**src/hdl/mmep_pkg.sv**
```systemverilog
// ----------------------------------------------------------------------------
// MIDI meta event parser package
// Parse phases, event codes and the descriptor passed from front to back end.
// ----------------------------------------------------------------------------
package mmep_pkg;

    typedef enum logic [4:0] {
        PH_DELTA, PH_STATUS, PH_DATA1, PH_DATA2, PH_METATYPE, PH_FIXLEN,
        PH_TEMPO0, PH_TEMPO1, PH_TEMPO2, PH_TS_NUM, PH_TS_EXP, PH_TS_MET,
        PH_TS_32, PH_SKIPLEN, PH_SKIP, PH_TEXTLEN, PH_TEXT1, PH_TEXT2
    } t_phase;

    localparam logic [7:0] EV_END      = 8'hFF;
    localparam logic [7:0] EV_TEMPO    = 8'd25;
    localparam logic [7:0] EV_TIMESIG  = 8'd24;
    localparam logic [7:0] EV_LOOP_BEG = 8'd20;
    localparam logic [7:0] EV_LOOP_MID = 8'd19;
    localparam logic [7:0] EV_LOOP_END = 8'd18;
    localparam logic [7:0] EV_LOOP_CNT = 8'd17;
    localparam logic [7:0] EV_NONE     = 8'd0;

    localparam logic [1:0] ERR_NONE    = 2'd0;
    localparam logic [1:0] ERR_STATUS  = 2'd1;
    localparam logic [1:0] ERR_TIMESIG = 2'd2;

    localparam logic [7:0] ST_RESET    = 8'h80;
    localparam logic [7:0] ST_SYSEX    = 8'hF0;
    localparam logic [7:0] ST_SYSEX_ESC = 8'hF7;
    localparam logic [7:0] ST_META     = 8'hFF;
    localparam logic [3:0] ST_PROG_HI  = 4'hC;
    localparam logic [3:0] ST_PRES_HI  = 4'hD;
    localparam logic [7:0] META_EOT    = 8'h2F;
    localparam logic [7:0] META_TEMPO  = 8'h51;
    localparam logic [7:0] META_TIMESIG = 8'h58;
    localparam logic [7:0] CH_OPEN     = 8'h5B;  // '['
    localparam logic [7:0] CH_CLOSE    = 8'h5D;  // ']'
    localparam logic [7:0] CH_COLON    = 8'h3A;  // ':'

    localparam int TICK_W = 20;

    // For time signatures value holds the exponent above the numerator.
    typedef struct packed {
        logic [31:0] ev_time;
        logic [7:0]  ev_type;
        logic [23:0] value;
        logic [1:0]  err;
        logic        is_ts;
        logic        is_marker;
    } t_evt_desc;

endpackage

```
**src/hdl/midi_meta_event_parser_core.sv**
```systemverilog
// One byte is accepted per cycle; the input stalls only when the four-entry queue is full.
// Each event passes through the queue, a back-end stage register and the output register.
// Results can leave one per cycle while the output side is ready.
// Reset is synchronous and active low; it clears parse state, the queue and the
// output, sets clocks_per_beat to 1 and zeroes the loop block count.
// ----------------------------------------------------------------------------
// MIDI meta event parser core
// Parses track bytes into end of track, tempo, time signature, loop and status error events.
// ----------------------------------------------------------------------------
module midi_meta_event_parser_core import mmep_pkg::*; #(
    parameter int QUEUE_DEPTH = 4
) (
    input  logic        i_clk,
    input  logic        i_rst_n,
    input  logic        i_cfg_we,
    input  logic [4:0]  i_cfg_wdata,     // clocks_per_beat
    input  logic        i_s_axis_tvalid,
    output logic        o_s_axis_tready,
    input  logic [7:0]  i_s_axis_tdata,  // [7:0] data_byte
    input  logic        i_s_axis_tuser,  // [0] track_start
    output logic        o_m_axis_tvalid,
    input  logic        i_m_axis_tready,
    // [31:0] event_time, [39:32] event_kind, [47:40] block_number,
    // [71:48] event_value, [73:72] error_code, [79:74] zero
    output logic [79:0] o_m_axis_tdata
);

    logic      accept, push, full, empty, pop;
    t_evt_desc push_desc, head_desc;

    assign o_s_axis_tready = !full;
    assign accept = i_s_axis_tvalid && !full;

    mmep_front u_front (
        .i_clk, .i_rst_n,
        .i_accept      (accept),
        .i_byte        (i_s_axis_tdata),
        .i_track_start (i_s_axis_tuser),
        .o_push        (push),
        .o_desc        (push_desc)
    );

    mmep_queue #(.DEPTH(QUEUE_DEPTH)) u_queue (
        .i_clk, .i_rst_n,
        .i_push  (push),
        .i_desc  (push_desc),
        .i_pop   (pop),
        .o_full  (full),
        .o_empty (empty),
        .o_desc  (head_desc)
    );

    mmep_back u_back (
        .i_clk, .i_rst_n,
        .i_cfg_we,
        .i_cfg_wdata,
        .i_q_empty (empty),
        .i_q_desc  (head_desc),
        .o_q_pop   (pop),
        .o_valid   (o_m_axis_tvalid),
        .i_ready   (i_m_axis_tready),
        .o_data    (o_m_axis_tdata)
    );

endmodule

```
**src/hdl/mmep_front.sv**
```systemverilog
// ----------------------------------------------------------------------------
// MIDI meta event parser front end
// Walks the track byte by byte and queues a descriptor for each event found.
// ----------------------------------------------------------------------------
module mmep_front import mmep_pkg::*; (
    input  logic      i_clk,
    input  logic      i_rst_n,
    input  logic      i_accept,
    input  logic [7:0] i_byte,
    input  logic      i_track_start,
    output logic      o_push,
    output t_evt_desc o_desc
);

    t_phase      r_phase, n_phase;
    logic [31:0] r_time, n_time;
    logic [7:0]  r_status, n_status;
    logic [31:0] r_acc, n_acc;
    logic [31:0] r_skip, n_skip;
    logic [7:0]  r_kind, n_kind;
    logic [7:0]  r_lo, n_lo;
    logic [7:0]  r_mid, n_mid;
    logic [7:0]  r_num, n_num;
    logic [7:0]  r_exp, n_exp;
    logic        r_halt, n_halt;

    t_phase      e_phase;
    logic [31:0] e_time, e_acc, e_skip, acc_sh, skip_dec;
    logic [7:0]  e_status;
    logic        e_halt, vlq_last, two_data;

    always_ff @(posedge i_clk) begin
        if (!i_rst_n) begin
            r_phase  <= PH_DELTA;
            r_time   <= '0;
            r_status <= ST_RESET;
            r_acc    <= '0;
            r_skip   <= '0;
            r_halt   <= 1'b0;
        end else begin
            r_phase  <= n_phase;
            r_time   <= n_time;
            r_status <= n_status;
            r_acc    <= n_acc;
            r_skip   <= n_skip;
            r_halt   <= n_halt;
        end
    end

    always_ff @(posedge i_clk) begin
        r_kind <= n_kind;
        r_lo   <= n_lo;
        r_mid  <= n_mid;
        r_num  <= n_num;
        r_exp  <= n_exp;
    end

    always_comb begin
        e_phase  = i_track_start ? PH_DELTA : r_phase;
        e_time   = i_track_start ? 32'd0 : r_time;
        e_status = i_track_start ? ST_RESET : r_status;
        e_acc    = i_track_start ? 32'd0 : r_acc;
        e_skip   = i_track_start ? 32'd0 : r_skip;
        e_halt   = i_track_start ? 1'b0 : r_halt;
        acc_sh   = {e_acc[24:0], i_byte[6:0]};
        vlq_last = !i_byte[7];
        skip_dec = e_skip - 32'd1;
        two_data = !(e_status[7:4] == ST_PROG_HI || e_status[7:4] == ST_PRES_HI);

        n_phase  = r_phase;
        n_time   = r_time;
        n_status = r_status;
        n_acc    = r_acc;
        n_skip   = r_skip;
        n_halt   = r_halt;
        n_kind   = r_kind;
        n_lo     = r_lo;
        n_mid    = r_mid;
        n_num    = r_num;
        n_exp    = r_exp;
        o_push   = 1'b0;
        o_desc   = '0;

        if (i_accept) begin
            n_phase  = e_phase;
            n_time   = e_time;
            n_status = e_status;
            n_acc    = e_acc;
            n_skip   = e_skip;
            n_halt   = e_halt;
            o_desc.ev_time = e_time;
            if (!e_halt) begin
                unique case (e_phase)
                    PH_DELTA: begin
                        n_acc = acc_sh;
                        if (vlq_last) begin
                            n_time  = e_time + acc_sh;
                            n_acc   = '0;
                            n_phase = PH_STATUS;
                        end
                    end
                    PH_STATUS: begin
                        priority if (!i_byte[7]) begin
                            n_phase = two_data ? PH_DATA2 : PH_DELTA;
                        end else if (i_byte < ST_SYSEX) begin
                            n_status = i_byte;
                            n_phase  = PH_DATA1;
                        end else if (i_byte == ST_SYSEX || i_byte == ST_SYSEX_ESC) begin
                            n_phase = PH_SKIPLEN;
                        end else if (i_byte == ST_META) begin
                            n_phase = PH_METATYPE;
                        end else begin
                            n_halt  = 1'b1;
                            n_phase = PH_DELTA;
                            o_push  = 1'b1;
                            o_desc.ev_type = EV_NONE;
                            o_desc.err     = ERR_STATUS;
                        end
                    end
                    PH_DATA1: n_phase = two_data ? PH_DATA2 : PH_DELTA;
                    PH_DATA2: n_phase = PH_DELTA;
                    PH_METATYPE: begin
                        n_kind = i_byte;
                        if (i_byte != 8'd0 && i_byte[7:4] == 4'd0) begin
                            n_phase = PH_TEXTLEN;
                        end else if (i_byte == META_EOT || i_byte == META_TEMPO
                                     || i_byte == META_TIMESIG) begin
                            n_phase = PH_FIXLEN;
                        end else begin
                            n_phase = PH_SKIPLEN;
                        end
                    end
                    PH_FIXLEN: begin
                        if (r_kind == META_EOT) begin
                            n_phase = PH_DELTA;
                            o_push  = 1'b1;
                            o_desc.ev_type = EV_END;
                        end else begin
                            n_phase = (r_kind == META_TEMPO) ? PH_TEMPO0 : PH_TS_NUM;
                        end
                    end
                    PH_TEMPO0: begin
                        n_lo    = i_byte;
                        n_phase = PH_TEMPO1;
                    end
                    PH_TEMPO1: begin
                        n_mid   = i_byte;
                        n_phase = PH_TEMPO2;
                    end
                    PH_TEMPO2: begin
                        n_phase = PH_DELTA;
                        o_push  = 1'b1;
                        o_desc.ev_type = EV_TEMPO;
                        o_desc.value   = {i_byte, r_mid, r_lo};
                    end
                    PH_TS_NUM: begin
                        n_num   = i_byte;
                        n_phase = PH_TS_EXP;
                    end
                    PH_TS_EXP: begin
                        n_exp   = i_byte;
                        n_phase = PH_TS_MET;
                    end
                    PH_TS_MET: n_phase = PH_TS_32;
                    PH_TS_32: begin
                        n_phase = PH_DELTA;
                        o_push  = 1'b1;
                        o_desc.ev_type = EV_TIMESIG;
                        o_desc.value   = {8'd0, r_exp, r_num};
                        o_desc.is_ts   = 1'b1;
                    end
                    PH_SKIPLEN, PH_TEXTLEN: begin
                        n_acc = acc_sh;
                        if (vlq_last) begin
                            n_skip = acc_sh;
                            n_acc  = '0;
                            if (acc_sh == 32'd0) begin
                                n_phase = PH_DELTA;
                            end else begin
                                n_phase = (e_phase == PH_TEXTLEN) ? PH_TEXT1 : PH_SKIP;
                            end
                        end
                    end
                    PH_SKIP: begin
                        n_skip  = skip_dec;
                        if (skip_dec == 32'd0) n_phase = PH_DELTA;
                    end
                    PH_TEXT1: begin
                        n_skip  = skip_dec;
                        n_phase = (skip_dec == 32'd0) ? PH_DELTA : PH_SKIP;
                        if (i_byte == CH_OPEN || i_byte == CH_COLON) begin
                            o_push = 1'b1;
                            o_desc.is_marker = 1'b1;
                            o_desc.ev_type = (i_byte == CH_OPEN) ? EV_LOOP_BEG : EV_LOOP_CNT;
                        end else if (i_byte == CH_CLOSE) begin
                            if (skip_dec == 32'd0) begin
                                o_push = 1'b1;
                                o_desc.is_marker = 1'b1;
                                o_desc.ev_type = EV_LOOP_END;
                            end else begin
                                n_phase = PH_TEXT2;
                            end
                        end
                    end
                    PH_TEXT2: begin
                        n_skip  = skip_dec;
                        n_phase = (skip_dec == 32'd0) ? PH_DELTA : PH_SKIP;
                        o_push  = 1'b1;
                        o_desc.is_marker = 1'b1;
                        o_desc.ev_type = (i_byte == CH_OPEN) ? EV_LOOP_MID : EV_LOOP_END;
                    end
                    default: n_phase = PH_DELTA;
                endcase
            end
        end
    end

endmodule

```
**src/hdl/mmep_queue.sv**
```systemverilog
// ----------------------------------------------------------------------------
// MIDI meta event parser descriptor queue
// Small first-in first-out buffer between the front and back ends.
// ----------------------------------------------------------------------------
module mmep_queue import mmep_pkg::*; #(
    parameter int DEPTH = 4
) (
    input  logic      i_clk,
    input  logic      i_rst_n,
    input  logic      i_push,
    input  t_evt_desc i_desc,
    input  logic      i_pop,
    output logic      o_full,
    output logic      o_empty,
    output t_evt_desc o_desc
);

    localparam int AW = (DEPTH > 1) ? $clog2(DEPTH) : 1;

    t_evt_desc          r_mem [DEPTH];
    logic [AW-1:0]      r_wptr, r_rptr;
    logic [AW:0]        r_count;

    assign o_full  = (r_count == (AW+1)'(DEPTH));
    assign o_empty = (r_count == '0);
    assign o_desc  = r_mem[r_rptr];

    always_ff @(posedge i_clk) begin
        if (i_push) r_mem[r_wptr] <= i_desc;
    end

    always_ff @(posedge i_clk) begin
        if (!i_rst_n) begin
            r_wptr  <= '0;
            r_rptr  <= '0;
            r_count <= '0;
        end else begin
            if (i_push) r_wptr <= (r_wptr == AW'(DEPTH-1)) ? '0 : r_wptr + 1'b1;
            if (i_pop)  r_rptr <= (r_rptr == AW'(DEPTH-1)) ? '0 : r_rptr + 1'b1;
            r_count <= r_count + (AW+1)'(i_push) - (AW+1)'(i_pop);
        end
    end

endmodule

```
**src/hdl/mmep_back.sv**
```systemverilog
// ----------------------------------------------------------------------------
// MIDI meta event parser back end
// Computes time signature ticks, numbers loop markers and holds the result.
// ----------------------------------------------------------------------------
module mmep_back import mmep_pkg::*; (
    input  logic       i_clk,
    input  logic       i_rst_n,
    input  logic       i_cfg_we,
    input  logic [4:0] i_cfg_wdata,
    input  logic       i_q_empty,
    input  t_evt_desc  i_q_desc,
    output logic       o_q_pop,
    output logic       o_valid,
    input  logic       i_ready,
    output logic [79:0] o_data
);

    logic [4:0]        r_cpb;
    logic              r_a_valid, r_o_valid;
    t_evt_desc         r_a_desc;
    logic [TICK_W-1:0] r_ticks;
    logic [7:0]        r_blk;
    logic [31:0]       r_o_time;
    logic [7:0]        r_o_type, r_o_blk;
    logic [23:0]       r_o_value;
    logic [1:0]        r_o_err;

    logic              out_adv, a_adv;
    logic [12:0]       num_cpb;
    logic [TICK_W-1:0] ticks, quot, rem, lowmask;
    logic [7:0]        expo;
    logic              ts_bad;

    assign out_adv = !r_o_valid || i_ready;
    assign a_adv   = !r_a_valid || out_adv;
    assign o_q_pop = a_adv && !i_q_empty;
    assign o_valid = r_o_valid;
    assign o_data  = {6'd0, r_o_err, r_o_value, r_o_blk, r_o_type, r_o_time};

    // 96 * n = 64 * n + 32 * n.
    assign num_cpb = {5'd0, i_q_desc.value[7:0]} * {8'd0, r_cpb};
    assign ticks = {1'b0, num_cpb, 6'd0} + {2'd0, num_cpb, 5'd0};

    always_comb begin
        expo    = r_a_desc.value[15:8];
        lowmask = ~({TICK_W{1'b1}} << expo[4:0]);
        if (expo[7:5] == 3'd0) begin
            quot = r_ticks >> expo[4:0];
            rem  = r_ticks & lowmask;
        end else begin
            quot = '0;
            rem  = r_ticks;
        end
        ts_bad = (rem != '0) || (quot == '0) || (quot[TICK_W-1:16] != '0);
    end

    always_ff @(posedge i_clk) begin
        if (!i_rst_n) begin
            r_cpb     <= 5'd1;
            r_a_valid <= 1'b0;
            r_o_valid <= 1'b0;
            r_blk     <= '0;
        end else begin
            if (i_cfg_we) r_cpb <= i_cfg_wdata;
            if (a_adv) r_a_valid <= !i_q_empty;
            if (out_adv) begin
                r_o_valid <= r_a_valid;
                if (r_a_valid && r_a_desc.is_marker) r_blk <= r_blk + 8'd1;
            end
        end
    end

    always_ff @(posedge i_clk) begin
        if (a_adv) begin
            r_a_desc <= i_q_desc;
            r_ticks  <= ticks;
        end
        if (out_adv) begin
            r_o_time  <= r_a_desc.ev_time;
            r_o_type  <= r_a_desc.ev_type;
            r_o_blk   <= r_a_desc.is_marker ? r_blk : 8'd0;
            r_o_value <= r_a_desc.is_ts ? {{(24-TICK_W){1'b0}}, quot} : r_a_desc.value;
            r_o_err   <= r_a_desc.is_ts ? (ts_bad ? ERR_TIMESIG : ERR_NONE) : r_a_desc.err;
        end
    end

endmodule

```
**config.mk**
```make
export PLATFORM = sky130hd
export DESIGN_NAME = midi_meta_event_parser_core
export DESIGN_NICKNAME = d
export VERILOG_FILES = /design/src/hdl/mmep_pkg.sv /design/src/hdl/midi_meta_event_parser_core.sv /design/src/hdl/mmep_front.sv /design/src/hdl/mmep_queue.sv /design/src/hdl/mmep_back.sv
export SDC_FILE = /design/constraint.sdc
export NUM_CORES = 1
export LEC_CHECK = 0
export BUFFER_PORTS_ARGS = -buffer_cell sky130_fd_sc_hd__buf_2
export CAP_MARGIN = 30
export CORE_ASPECT_RATIO = 1.5
export CORE_MARGIN = 3
export CORE_UTILIZATION = 45
export CTS_BUF_LIST = sky130_fd_sc_hd__clkbuf_4
export CTS_CLUSTER_DIAMETER = 30
export DETAILED_ROUTE_END_ITERATION = 6
export GPL_TIMING_DRIVEN = 1
export PLACE_DENSITY = 0.63
export SLEW_MARGIN = 5
export SYNTH_ARGS = -nofsm -noshare
export SYNTH_HDL_FRONTEND = slang
export SYNTH_SLANG_ARGS = --single-unit
```
**constraint.sdc**
```tcl
create_clock -name i_clk -period 10.8 [get_ports i_clk]
set_clock_uncertainty 0.1 [all_clocks]
set_input_delay 2.7 -clock i_clk [delete_from_list [all_inputs] [get_ports i_clk]]
set_output_delay 2.7 -clock i_clk [all_outputs]
set_load 0.03 [all_outputs]
```
; ---- After elaboration in Yosys (flattened, before gate mapping)
; Memories as Yosys holds them, arrays and structs flattened. A register that Yosys moved wholly into a read port is not among the register bits.
; Index checks and enable logic that the tools add are counted.
[totals]
ramBits = 272
n_memories = 1
romBits = 0
input_bits = 19
register_bits = 334
latch_bits = 0
output_inout_bits = 82
[op_classes]
n_lt_le_gt_ge = 1
eq_ne = 32
multipliers = 1
n_mux = 80
n_div = 0
n_reduce_logical = 37
bitwise = 3
n_shift = 2
addsub = 8
[mem_list]
columns = name, words, word_bits, read_ports, rd_clocked_by_memory_dff, wr, line
row1 = u_queue.r_mem, 4, 68, 1, 1, 1, mmep_queue.sv:20  ; t_evt_desc r_mem [DEPTH];
[ops]
columns = operator, count
row1 = $mux W32, 11
row2 = $mux W5, 15
row3 = $pmux W5 S14, 1
row4 = $mux W68, 1
row5 = $logic_not A32 Y1, 2
row6 = $mux W8, 8
row7 = $pmux W32 S2, 1
row8 = $mux W20, 3
row9 = $pmux W24 S2, 1
row10 = $eq A5 B4 Y1 const B, 8
row11 = $eq A8 B7 Y1 const B, 5
row12 = $pmux W8 S5, 1
row13 = $mux W36, 1
row14 = $add A32 B32 Y32, 1
row15 = $sub A32 B1 Y32 const B, 1
row16 = $eq A8 B6 Y1 const B, 3
row17 = $eq A8 B8 Y1 const B, 3
row18 = $mux W2, 11
row19 = $add A19 B18 Y20, 1
row20 = $and A20 B20 Y20, 1
row21 = $eq A5 B3 Y1 const B, 4
row22 = $logic_not A20 Y1, 1
row23 = $not A20 Y20, 1
row24 = $reduce_bool A20 Y1, 1
row25 = 32 further kinds, 78

; ---- Longest topological paths before layout
; Gate-level depths: netlist of the first run.
[depth]
depth_word = 11
depth_mapped = 22
depth_no_buf = 21

; ---- Cells and area by module
; A second synthesis of the first run with hierarchy kept.
[hier_totals]
hier_cells = 2346
area_unflattened_um2 = 28882.7
[modules_own_cells]
columns = mod, area_per_inst_um2, instances, cells_each
row1 = mmep_queue, 10287.4, 1, 399
row2 = mmep_front, 9965.8, 1, 1295
row3 = mmep_back, 8619.5, 1, 650
row4 = midi_meta_event_parser_core, 10.0, 1, 2

; ---- Least setup slack after synthesis of the first run
; Ideal clock, no wire load.
[synth_timing]
path_kind = input -> register
from = input port i_s_axis_tuser
to = memory u_queue.r_mem[0][0] (netlist name), enable pin
setup_ns = 0.430
slack_ns = 3.234
required_ns = 10.270
n_path_buf = 5
arrival_time_ns = 7.037
path_stages = 16
cell_sequence = buf_2 > inv_1 > buf_2 > clkbuf_1 > clkbuf_1 > nand2_1 > ha_1 > clkbuf_1 > nand2_1 > o22ai_1 > nor3_1 > o2111ai_1 > nor4b_2 > nand4_1 > a32oi_2 > and2_1
[synth_between]
elab_chain_len = 11
elab_cells_between_ends = 20
cone_classes = add/sub: 1 / eq/ne: 6 / mux: 11 / reduce/logical: 2
[synth_rtl]
columns = item, line
row1 = "start, declared", midi_meta_event_parser_core.sv:20  ; input logic i_s_axis_tuser,
row2 = $mux W32, mmep_front.sv:63  ; e_skip = i_track_start ? 32'd0 : r_skip;
row3 = $sub A32 B1 Y32, mmep_front.sv:67  ; skip_dec = e_skip - 32'd1;
row4 = $logic_not A32 Y1, mmep_front.sv:196  ; if (skip_dec == 32'd0) begin
row5 = $mux W1, mmep_front.sv:196
row6 = $mux W1, mmep_front.sv:195  ; end else if (i_byte == CH_CLOSE) begin
row7 = $mux W1, mmep_front.sv:191  ; if (i_byte == CH_OPEN || i_byte == CH_COLON) begin
row8 = $pmux W1 S4, mmep_front.sv:93  ; unique case (e_phase)
row9 = $mux W1 *, mmep_front.sv:92  ; if (!e_halt) begin
row10 = $mux W1 *, mmep_front.sv:84  ; if (i_accept) begin
row11 = net push, midi_meta_event_parser_core.sv:28  ; logic accept, push, full, empty, pop;
row12 = $mux W1 *, mmep_queue.sv:29  ; if (i_push) r_mem[r_wptr] <= i_desc;
row13 = $mux W1 (not written as such) *, mmep_queue.sv:29
row14 = "end, declared", mmep_queue.sv:20
; Mark *: on every way through the listed nets, which the timed path passes. The rest lies on a longest branch.

; ---- Worst setup path after layout of the first run
[layout_timing]
from = input port i_s_axis_tuser
to = memory u_queue.r_mem[3][31] (netlist name), enable pin
; The elaborated chain is that of the path after synthesis.

==> out/results.tsv, run 1 <==
metric	value	unit
grt-ovfl-total	0	
powerDensity	252.3	nW/µm²
synth_commonest_cells	452 x edfxtp_1, 198 x nand2_1, 133 x nor2b_1	
coreArea	61390	µm²
pre_cts_ws	2430	ps
status	completed	
ys_types	94	
globalplace.congestion	0.8947	
vias	19140	
critical_path_class	in -> reg	
slew_viol_final	0	
ys.flop_type	edfxtp_1	
ios	101	
synth_top_area_cell	edfxtp_1	
fp.dieH	311.9	µm
hold_buffers	0	
yosys_warnings	0	
grt_use_met2	0.3856	
row_count	111	
ir_drop	268.8	µV
hold_path.class	reg -> reg	
grt_pass1_wl	109900	µm
cts_root_buffer	clkbuf_4	
fin_cells	3343	
drtPass1Iterations	5	
critPathLaunchType	primary input	
cp-end-kind	flop	
gr-usage-met3	0.03293	
fin_crit	7505	ps
cp.arrival	7910	ps
yosysTopAreaCellShare	0.4836	
tns	0	ps
use_met1	0.2439	
max-slew-margin-rel	0.3568	
insertion_delay	890	ps
start_util	0.4572	
worst_slack	3295	ps
fin_nets	2557	
dp.cells	3087	
grt_use_total	0.2134	
wl	70180	µm
syn_avg_cell_area	12.20	µm²
antenna_found_initial	1	
via_per_inst	5.724	
clk_pin_slew_worst_paths	70	ps
max_freq	133.2	MHz
grt_pass1_vias	19770	
wl_per_cell	20.99	µm
cts_tree	built	
synth-edff-count	452	
cp_max_fo	59	
tightest_slew	963.7	ps
gr-max-usage-layer	met2	
cp.required	11200	ps
synth_area_leaders	edfxtp_1 48%, dfxtp_1 8.7%, mux4_2 5.7%, ha_1 3.3%, nor2b_1 3.0%	
maxCapViolations	0	
syn_inst	2301	
synth_most_common_cell	edfxtp_1	
design.die.area	65460	µm²
drt_iter0_markers	1259	
fp.dieW	209.9	µm
rsz0062_at_grt	no	
cts_sinks	574	
worst_hold_slack	296.5	ps
leakage	11.99	nW
cts_buffers	142	
finalHoldViolations	0	
ys_async_sr_fraction	0	
htreeDepth	4	
clockBufferDepth	3	
dp_hpwl	49300	µm
cts_resized	0	
synth_area	28060	µm²
grt_start_max_net_pins	74	
area_growth_syn_to_layout	11.40	%
post_cts_buffers	0	
timing.final.crit_share	0.6949	
synth-seq-cells	574	
setup_viol	0	
drc	0	
ant_nets	0	
io_buffers	94	
seq_area_frac_synth	0.5707	
drive_above_1_share	0.1862	
per-stage QoR:
step | total power, mW | util | cell area [µm²]
3_5_place_dp | 6.119 | 0.4782 | 29350
5_1_grt | 8.377 | 0.5093 | 31270
3_3_place_gp | 6.055 | 0.4753 | 29180
4_1_cts | 7.987 | 0.5085 | 31210
6_report | 7.889 | 0.5093 | 31270
2_1_floorplan | 5.348 | - | 28080
routing by layer:
metal  vias up  part of all wire
li1       8952                 -
met1      9451              0.39
met2       553              0.53
met3       180             0.041
met4         0             0.044
met5         -                 0
registers in the layout, summed over array words and instances, names as in the netlist, 6 cells and up, named ones only:
signal            count
u_back.r_blk          8
u_back.r_o_blk        8
u_back.r_ticks       15
u_front.r_num         8
u_back.r_a_desc      57
u_back.expo           8
u_front.r_lo          8
u_back.r_o_type       6
u_front.r_time       32
u_front.r_mid         8
u_front.r_kind        8
u_front.r_acc        25
u_back.r_o_value     24
u_front.r_skip       32
u_queue.r_mem       260
u_front.r_exp         8
u_back.r_o_time      32
final timing paths:
| check | cells after the start | slack, ps | start | endpoint |
|---|---|---|---|---|
| worst max-delay path | 16 | 3290 | i_s_axis_tuser | u_queue.r_mem[3][31]$_DFFE_PP_ |
| worst min-delay path | 0 | 300 | u_back.r_a_desc[56]$_DFFE_PP_ | u_back.r_o_time[20]$_DFFE_PP_ |
| worst max register to register | 20 | 4170 | flop | u_back.r_ticks[18]$_DFFE_PP_ |
| worst min register to register | 0 | 300 | u_back.r_a_desc[56]$_DFFE_PP_ | u_back.r_o_time[20]$_DFFE_PP_ |
worst max-delay path, cell delays in order:
cell and delay [ps]:
buf_4 490, inv_1 80, buf_4 300, nand2_1 200, ha_1 600, nor2b_1 510
nand2_1 110, a211o_1 270, nand2_1 110, nand2_1 80, nor4b_2 320, nand4_1 260
a32oi_2 510, and2_2 620, buf_16 240, buf_4 400
where the power goes:
part           switching [mW]  leakage, nW  total [mW]  internal (mW)
clock network           0.877         1.09        1.83          0.955
logic                    1.71         5.35        2.96           1.25
registers               0.237         5.55        3.09           2.86
total                    2.83         12.0        7.89           5.06
cell type report:
cell class / instances / area [µm²]
Multi-Input combinational cell: 1519 / 11230
Inverter: 75 / 281.5
Tap cell: 791 / 989.7
Sequential cell: 574 / 16020
Clock inverter: 56 / 382.9
Clock buffer: 197 / 1479
Timing Repair Buffer: 130 / 878.3
Fill cell: 5387 / 30120
Antenna cell: 1 / 2.502
cell usage in the layout (no fill, tap or decap), drive strengths merged, types with 40 or more instances in the layout:
cell / synthesis / final
edfxtp: 452 / 452
nand2: 198 / 198
clkbuf: 103 / 197
nor2b: 133 / 133
buf: 35 / 130
nor2: 123 / 123
dfxtp: 122 / 122
a21oi: 103 / 103
o21ai: 91 / 91
inv: 74 / 80
ha: 75 / 75
mux4: 71 / 71
nand3: 66 / 66
and2: 60 / 60
and3: 54 / 54
mux2i: 49 / 49
nor3: 45 / 45
clkinv: 1 / 44
a21boi: 42 / 42
xnor2: 41 / 41
a22oi: 40 / 40
cell families after synthesis:
kind of cell / Yosys count / share of synthesized area
other: 1 / 0.0001336
XOR/XNOR: 65 / 0.02078
AND/OR/NAND/NOR: 783 / 0.1465
adder cells (fa/ha/maj): 96 / 0.04842
multiplexers: 134 / 0.08007
buffers and inverters: 213 / 0.03036
flip-flops: 574 / 0.5707
AO/OA/AOI/OAI: 435 / 0.1030
Power figures use the tool's default switching activity.
==> run 2, diff against run 1 <==
- PLACE_DENSITY: 0.63 -> 0.65
- clock period: 10.8 -> 6.4 ns (I/O delays scaled with it)
==> run 2 against run 1 <==
Cell count is 0.36% higher. Global-route usage is 0.11 points higher. Register-to-register slack worse by 3600 ps. Non-clock buffer count is 14 higher. Sequential share of layout area is 0.076 points lower. Sequential power is 67% higher. Critical path type is now reg -> reg. Largest cell class unchanged. Largest power group unchanged. Highest routed layer unchanged.
==> out/results.tsv, run 2 (same netlist as run 1, synthesis figures left out) <==
metric	value	unit
io_buffers	94	
cts_root_buffer	clkbuf_4	
finalHoldViolations	0	
critPathLaunchType	flop	
maxCapViolations	0	
gr-usage-met3	0.03122	
largest_reg_flops	260	
globalplace.congestion	0.9102	
drc	0	
slowest_delay	600	ps
area_growth_syn_to_layout	11.57	%
wl_per_cell	21.00	µm
critical_path_class	reg -> reg	
post_cts_buffers	0	
status	completed	
power.total	13.18	mW
cp.arrival	6440	ps
switching_share	0.3550	
rsz0062_at_grt	no	
crit_slowest_cell	mux4_2	
fp.dieW	209.9	µm
htreeDepth	4	
r2r_slack	600	ps
insertion_delay	890	ps
dp.cells	3103	
fin_nets	2570	
slew_viol_final	0	
grt-ovfl-total	0	
max-slew-margin-rel	0.3155	
fin_cells	3355	
drt_iter0_markers	1292	
start_util	0.4572	
tightest_slew	1024	ps
hold_path.class	reg -> reg	
grt_pass1_vias	19830	
max_freq	172.3	MHz
cp-end-kind	flop	
via_per_inst	5.749	
setup_viol	0	
grt_use_met2	0.3892	
dp_hpwl	48860	µm
grt_use_total	0.2145	
powerDensity	421.0	nW/µm²
cts_sinks	574	
cts_tree	built	
gr-max-usage-layer	met2	
antenna_found_initial	2	
design.die.area	65460	µm²
ios	101	
use_met1	0.2432	
rr_worst_depth	21	
cts_buffers	141	
wl	70460	µm
crit_top_cell	fa_1	
stdcell_area	31310	µm²
grt_pass1_wl	110400	µm
power_frac_comb	0.379	
crit_chain	mux4_2, nand2_1, fa_1, fa_1, fa_1, inv_1, ha_1, nor2b_1, o21ai_0, a21boi_0, o21ai_0, a21oi_1, o211a_1, nor3_1, buf_4, inv_1, ha_1, nand2_1, or4_1, o41ai_1, nand4b_1	
fp.dieH	311.9	µm
layout.cells.most_common	edfxtp_1	
p_sw	4.680	mW
drive_above_1_share	0.1920	
row_count	111	
clk_pin_slew_worst_paths	70	ps
grt_start_max_net_pins	109	
ant_nets	0	
coreArea	61390	µm²
seq_power_share	0.391	
leakage	12.03	nW
cts_resized	0	
post_dp_cell_area	29480	µm²
layout_common_cells	452 x edfxtp_1, 205 x clkbuf_4, 197 x nand2_1	
cp.required	7030	ps
p_int	8.503	mW
tns	0	ps
top_register	u_queue.r_mem	
setup.worst_path.end	u_back.r_ticks[18]$_DFFE_PP_	
hold_buffers	0	
ir_drop	428.4	µV
cp_max_fo	8	
vias	19290	
clockBufferDepth	3	
top_regs	u_queue.r_mem x260, u_back.r_a_desc x57	
drtPass1Iterations	5	
timing.final.crit_share	0.9068	
clkPwrFrac	0.230	
fin_crit	5804	ps
timing.rr.end	u_back.r_ticks[18]$_DFFE_PP_	
## run 2: worst min-delay path by stage
stage	from	to	slack [ps]	depth (start not counted)
finish	u_back.r_a_desc[56]$_DFFE_PP_	u_back.r_o_time[20]$_DFFE_PP_	310	0
global route	u_back.r_a_desc[45]$_DFFE_PP_	u_back.r_o_time[9]$_DFFE_PP_	310	0
CTS	u_back.r_a_desc[50]$_DFFE_PP_	u_back.r_o_time[14]$_DFFE_PP_	320	0
detailed placement	u_back.r_a_desc[42]$_DFFE_PP_	u_back.r_o_time[6]$_DFFE_PP_	300	0
global placement	u_back.r_a_desc[50]$_DFFE_PP_	u_back.r_o_time[14]$_DFFE_PP_	300	0
floorplan	u_back.r_a_desc[36]$_DFFE_PP_	u_back.r_o_time[0]$_DFFE_PP_	300	0
## run 2: final cells by class
| type | instances | area, µm² |
|---|---|---|
| well taps | 791 | 989.7 |
| diodes | 2 | 5.005 |
| fillers | 5341 | 30080 |
| inverters | 75 | 281.5 |
| clock buffers | 205 | 1539 |
| repair buffers | 144 | 960.9 |
| clock inverters | 45 | 286.5 |
| flip-flops and latches | 574 | 16020 |
| multi-input cells | 1519 | 11230 |
## run 2: layer usage
| metal | routed length, µm | up-vias |
|---|---|---|
| met4 | 3198 | 0 |
| met2 | 37610 | 609 |
| met1 | 26560 | 9500 |
| met3 | 3086 | 187 |
| met5 | 0 | - |
| li1 | - | 8991 |
## run 2: power groups by stage
stage	clock network [mW]	registers, mW	logic [mW]
floorplan	0	5.47	3.55
finish	3.03	5.16	5.00
global placement	0	5.25	4.91
global route	3.32	5.21	5.50
CTS	3.13	5.17	5.04
detailed placement	0	5.24	5.01
## run 2: worst max-delay path: cells and delay by family, from the launching register on
family,cells,cell delay (ps)
multiplexers,1,600
adder cells (fa/ha/maj),5,2020
AO/OA/AOI/OAI,6,1140
flip-flops,1,420
AND/OR/NAND/NOR,6,1110
buffers and inverters,3,270
## run 2: through the flow
stage	hold WS [ps]	utilization	setup slack, ps
6_report	309.4	0.5101	596.4
3_5_place_dp	304.5	0.4802	658.0
2_1_floorplan	300.3	-	532.0
4_1_cts	315.2	0.5100	623.0
5_1_grt	314.3	0.5101	305.8
3_3_place_gp	302.3	0.4796	665.5
==> run 3, diff against run 2 <==
- BUFFER_PORTS_ARGS: -buffer_cell sky130_fd_sc_hd__buf_2 -> not set
- DONT_BUFFER_PORTS: not set -> 1
- PLACE_DENSITY: 0.65 -> 0.64
==> run 3 against run 2 <==
Flip-flop and latch count did not move. Highest routed layer unchanged. Register-to-register slack got worse by 60 ps. Cell count fell by 2.9%. Total power rose by 0.91%. Worst setup slack got worse by 58 ps. Sequential power rose by 9.3%. First-iteration DRC count fell by 3.5%.
==> out/results.tsv, run 3 (same netlist as run 1, synthesis figures left out) <==
metric	value	unit
post_cts_buffers	0	
slew_viol_final	0	
status	completed	
fillers	5352	
cts_buffers	142	
powerDensity	429.3	nW/µm²
power.total	13.30	mW
cts_sinks	574	
crit_chain	mux4_2, and2_1, fa_1, fa_1, inv_1, fa_1, inv_1, ha_1, o21ai_0, a21boi_0, o21ai_0, a21oi_1, nor2_1, xnor2_1, ha_1, nand2_1, o21ai_0, o41ai_1, nand4b_1	
finish.utilization	0.5048	
multi_input_area	11230	µm²
ir_drop	347.1	µV
seq_area	16020	µm²
vias	18900	
coreArea	61390	µm²
maxCapViolations	0	
antenna_found_initial	2	
setup_viol	0	
drtPass1Iterations	6	
dp_hpwl	46610	µm
grt-ovfl-total	0	
finalHoldViolations	0	
critPathTopFamily	adder cells	
cp-end-kind	flop	
fp.dieH	311.9	µm
io_buffers	0	
ant_nets	0	
grt_start_max_net_pins	127	
grt_use_total	0.2075	
min_to	u_back.r_o_type[6]$_DFFE_PP_	
tightest_slew	1000	ps
cts_tree	built	
drive_above_1_share	0.1587	
min_from	u_back.r_a_desc[34]$_DFFE_PP_	
via_per_inst	5.804	
wl	68310	µm
drc	0	
fin_nets	2466	
clk_pin_slew_worst_paths	70	ps
max_freq	170.6	MHz
fp.dieW	209.9	µm
hold_path.class	reg -> reg	
layout_common_cells	452 x edfxtp_1, 197 x nand2_1, 195 x clkbuf_4	
row_count	111	
fin_crit	5861	ps
area_growth_syn_to_layout	10.41	%
top_register	u_queue.r_mem	
tns	0	ps
pre_cts_ws	563.2	ps
cts_resized	0	
ios	101	
path_buf_inv	2	
rr_worst_depth	19	
timing.rr.end	u_back.r_ticks[18]$_DFFE_PP_	
rsz0062_at_grt	no	
worst_hold_slack	306.2	ps
htreeDepth	4	
top_regs	u_queue.r_mem x260, u_back.r_a_desc x57	
cts_root_buffer	clkbuf_4	
hold_depth	0	
cp.required	6950	ps
critical_path_class	reg -> reg	
clockBufferDepth	3	
drt_iter0_markers	1247	
start_util	0.4572	
grt_pass1_wl	107500	µm
insertion_delay	950	ps
max-slew-margin-rel	0.3287	
layout.cells.most_common	edfxtp_1	
design.die.area	65460	µm²
worst_slack	538.9	ps
leakage	11.68	nW
wl_per_cell	20.97	µm
critPathLaunchType	flop	
slowest_delay	590	ps
largest_reg_flops	260	
r2r_slack	540	ps
grt_pass1_vias	19430	
crit_slowest_cell	mux4_2	
hold_buffers	0	
globalplace.congestion	0.9117	
timing.final.crit_share	0.9158	
cp_max_fo	11	
cp.arrival	6410	ps
[run 3: cell count changes in the layout (fill, tap and decap cells not counted), sizes merged]
cell      previous run  this run
buf                144        39
clkbuf             205       195
diode                2         3
inv                 80        79
bufinv               2        10
clkinv              35        41
clkinvlp             3         6
[run 3: worst max-delay path by stage]
stage,end,slack (ps),start,cells after the start
after floorplan,u_back.r_ticks[18]$_DFFE_PP_,530,flop,21
after global placement,u_back.r_ticks[18]$_DFFE_PP_,640,flop,21
after detailed placement,u_back.r_ticks[18]$_DFFE_PP_,560,flop,21
after CTS,u_back.r_ticks[18]$_DFFE_PP_,520,flop,21
after global routing,u_back.r_ticks[18]$_DFFE_PP_,140,flop,19
final,u_back.r_ticks[18]$_DFFE_PP_,540,flop,19
[run 3: through the flow]
stage,cell area [µm²],instances
6_report,30990,3257
5_1_grt,30990,3257
2_1_floorplan,28090,2306
3_3_place_gp,28860,2993
3_5_place_dp,28930,2998
4_1_cts,30980,3254
[run 3: final cells by class]
class,instances,area share
clock inverters,61,0.01898
repair buffers,39,0.01292
flip-flops and latches,574,0.5170
well taps,791,0.03194
diodes,3,0.0002423
multi-input cells,1519,0.3626
clock buffers,195,0.04724
inverters,75,0.009125
[run 3: where the power goes]
group | internal, mW | switching, mW
Sequential | 4.84 | 0.802
Combinational | 1.97 | 2.31
Clock | 1.86 | 1.52
[run 3: routing by layer]
layer	global-route usage	wire [µm]
met5	0	0
met3	0.03686	3024
met2	0.3722	36450
met1	0.2378	26140
met4	0.1001	2694
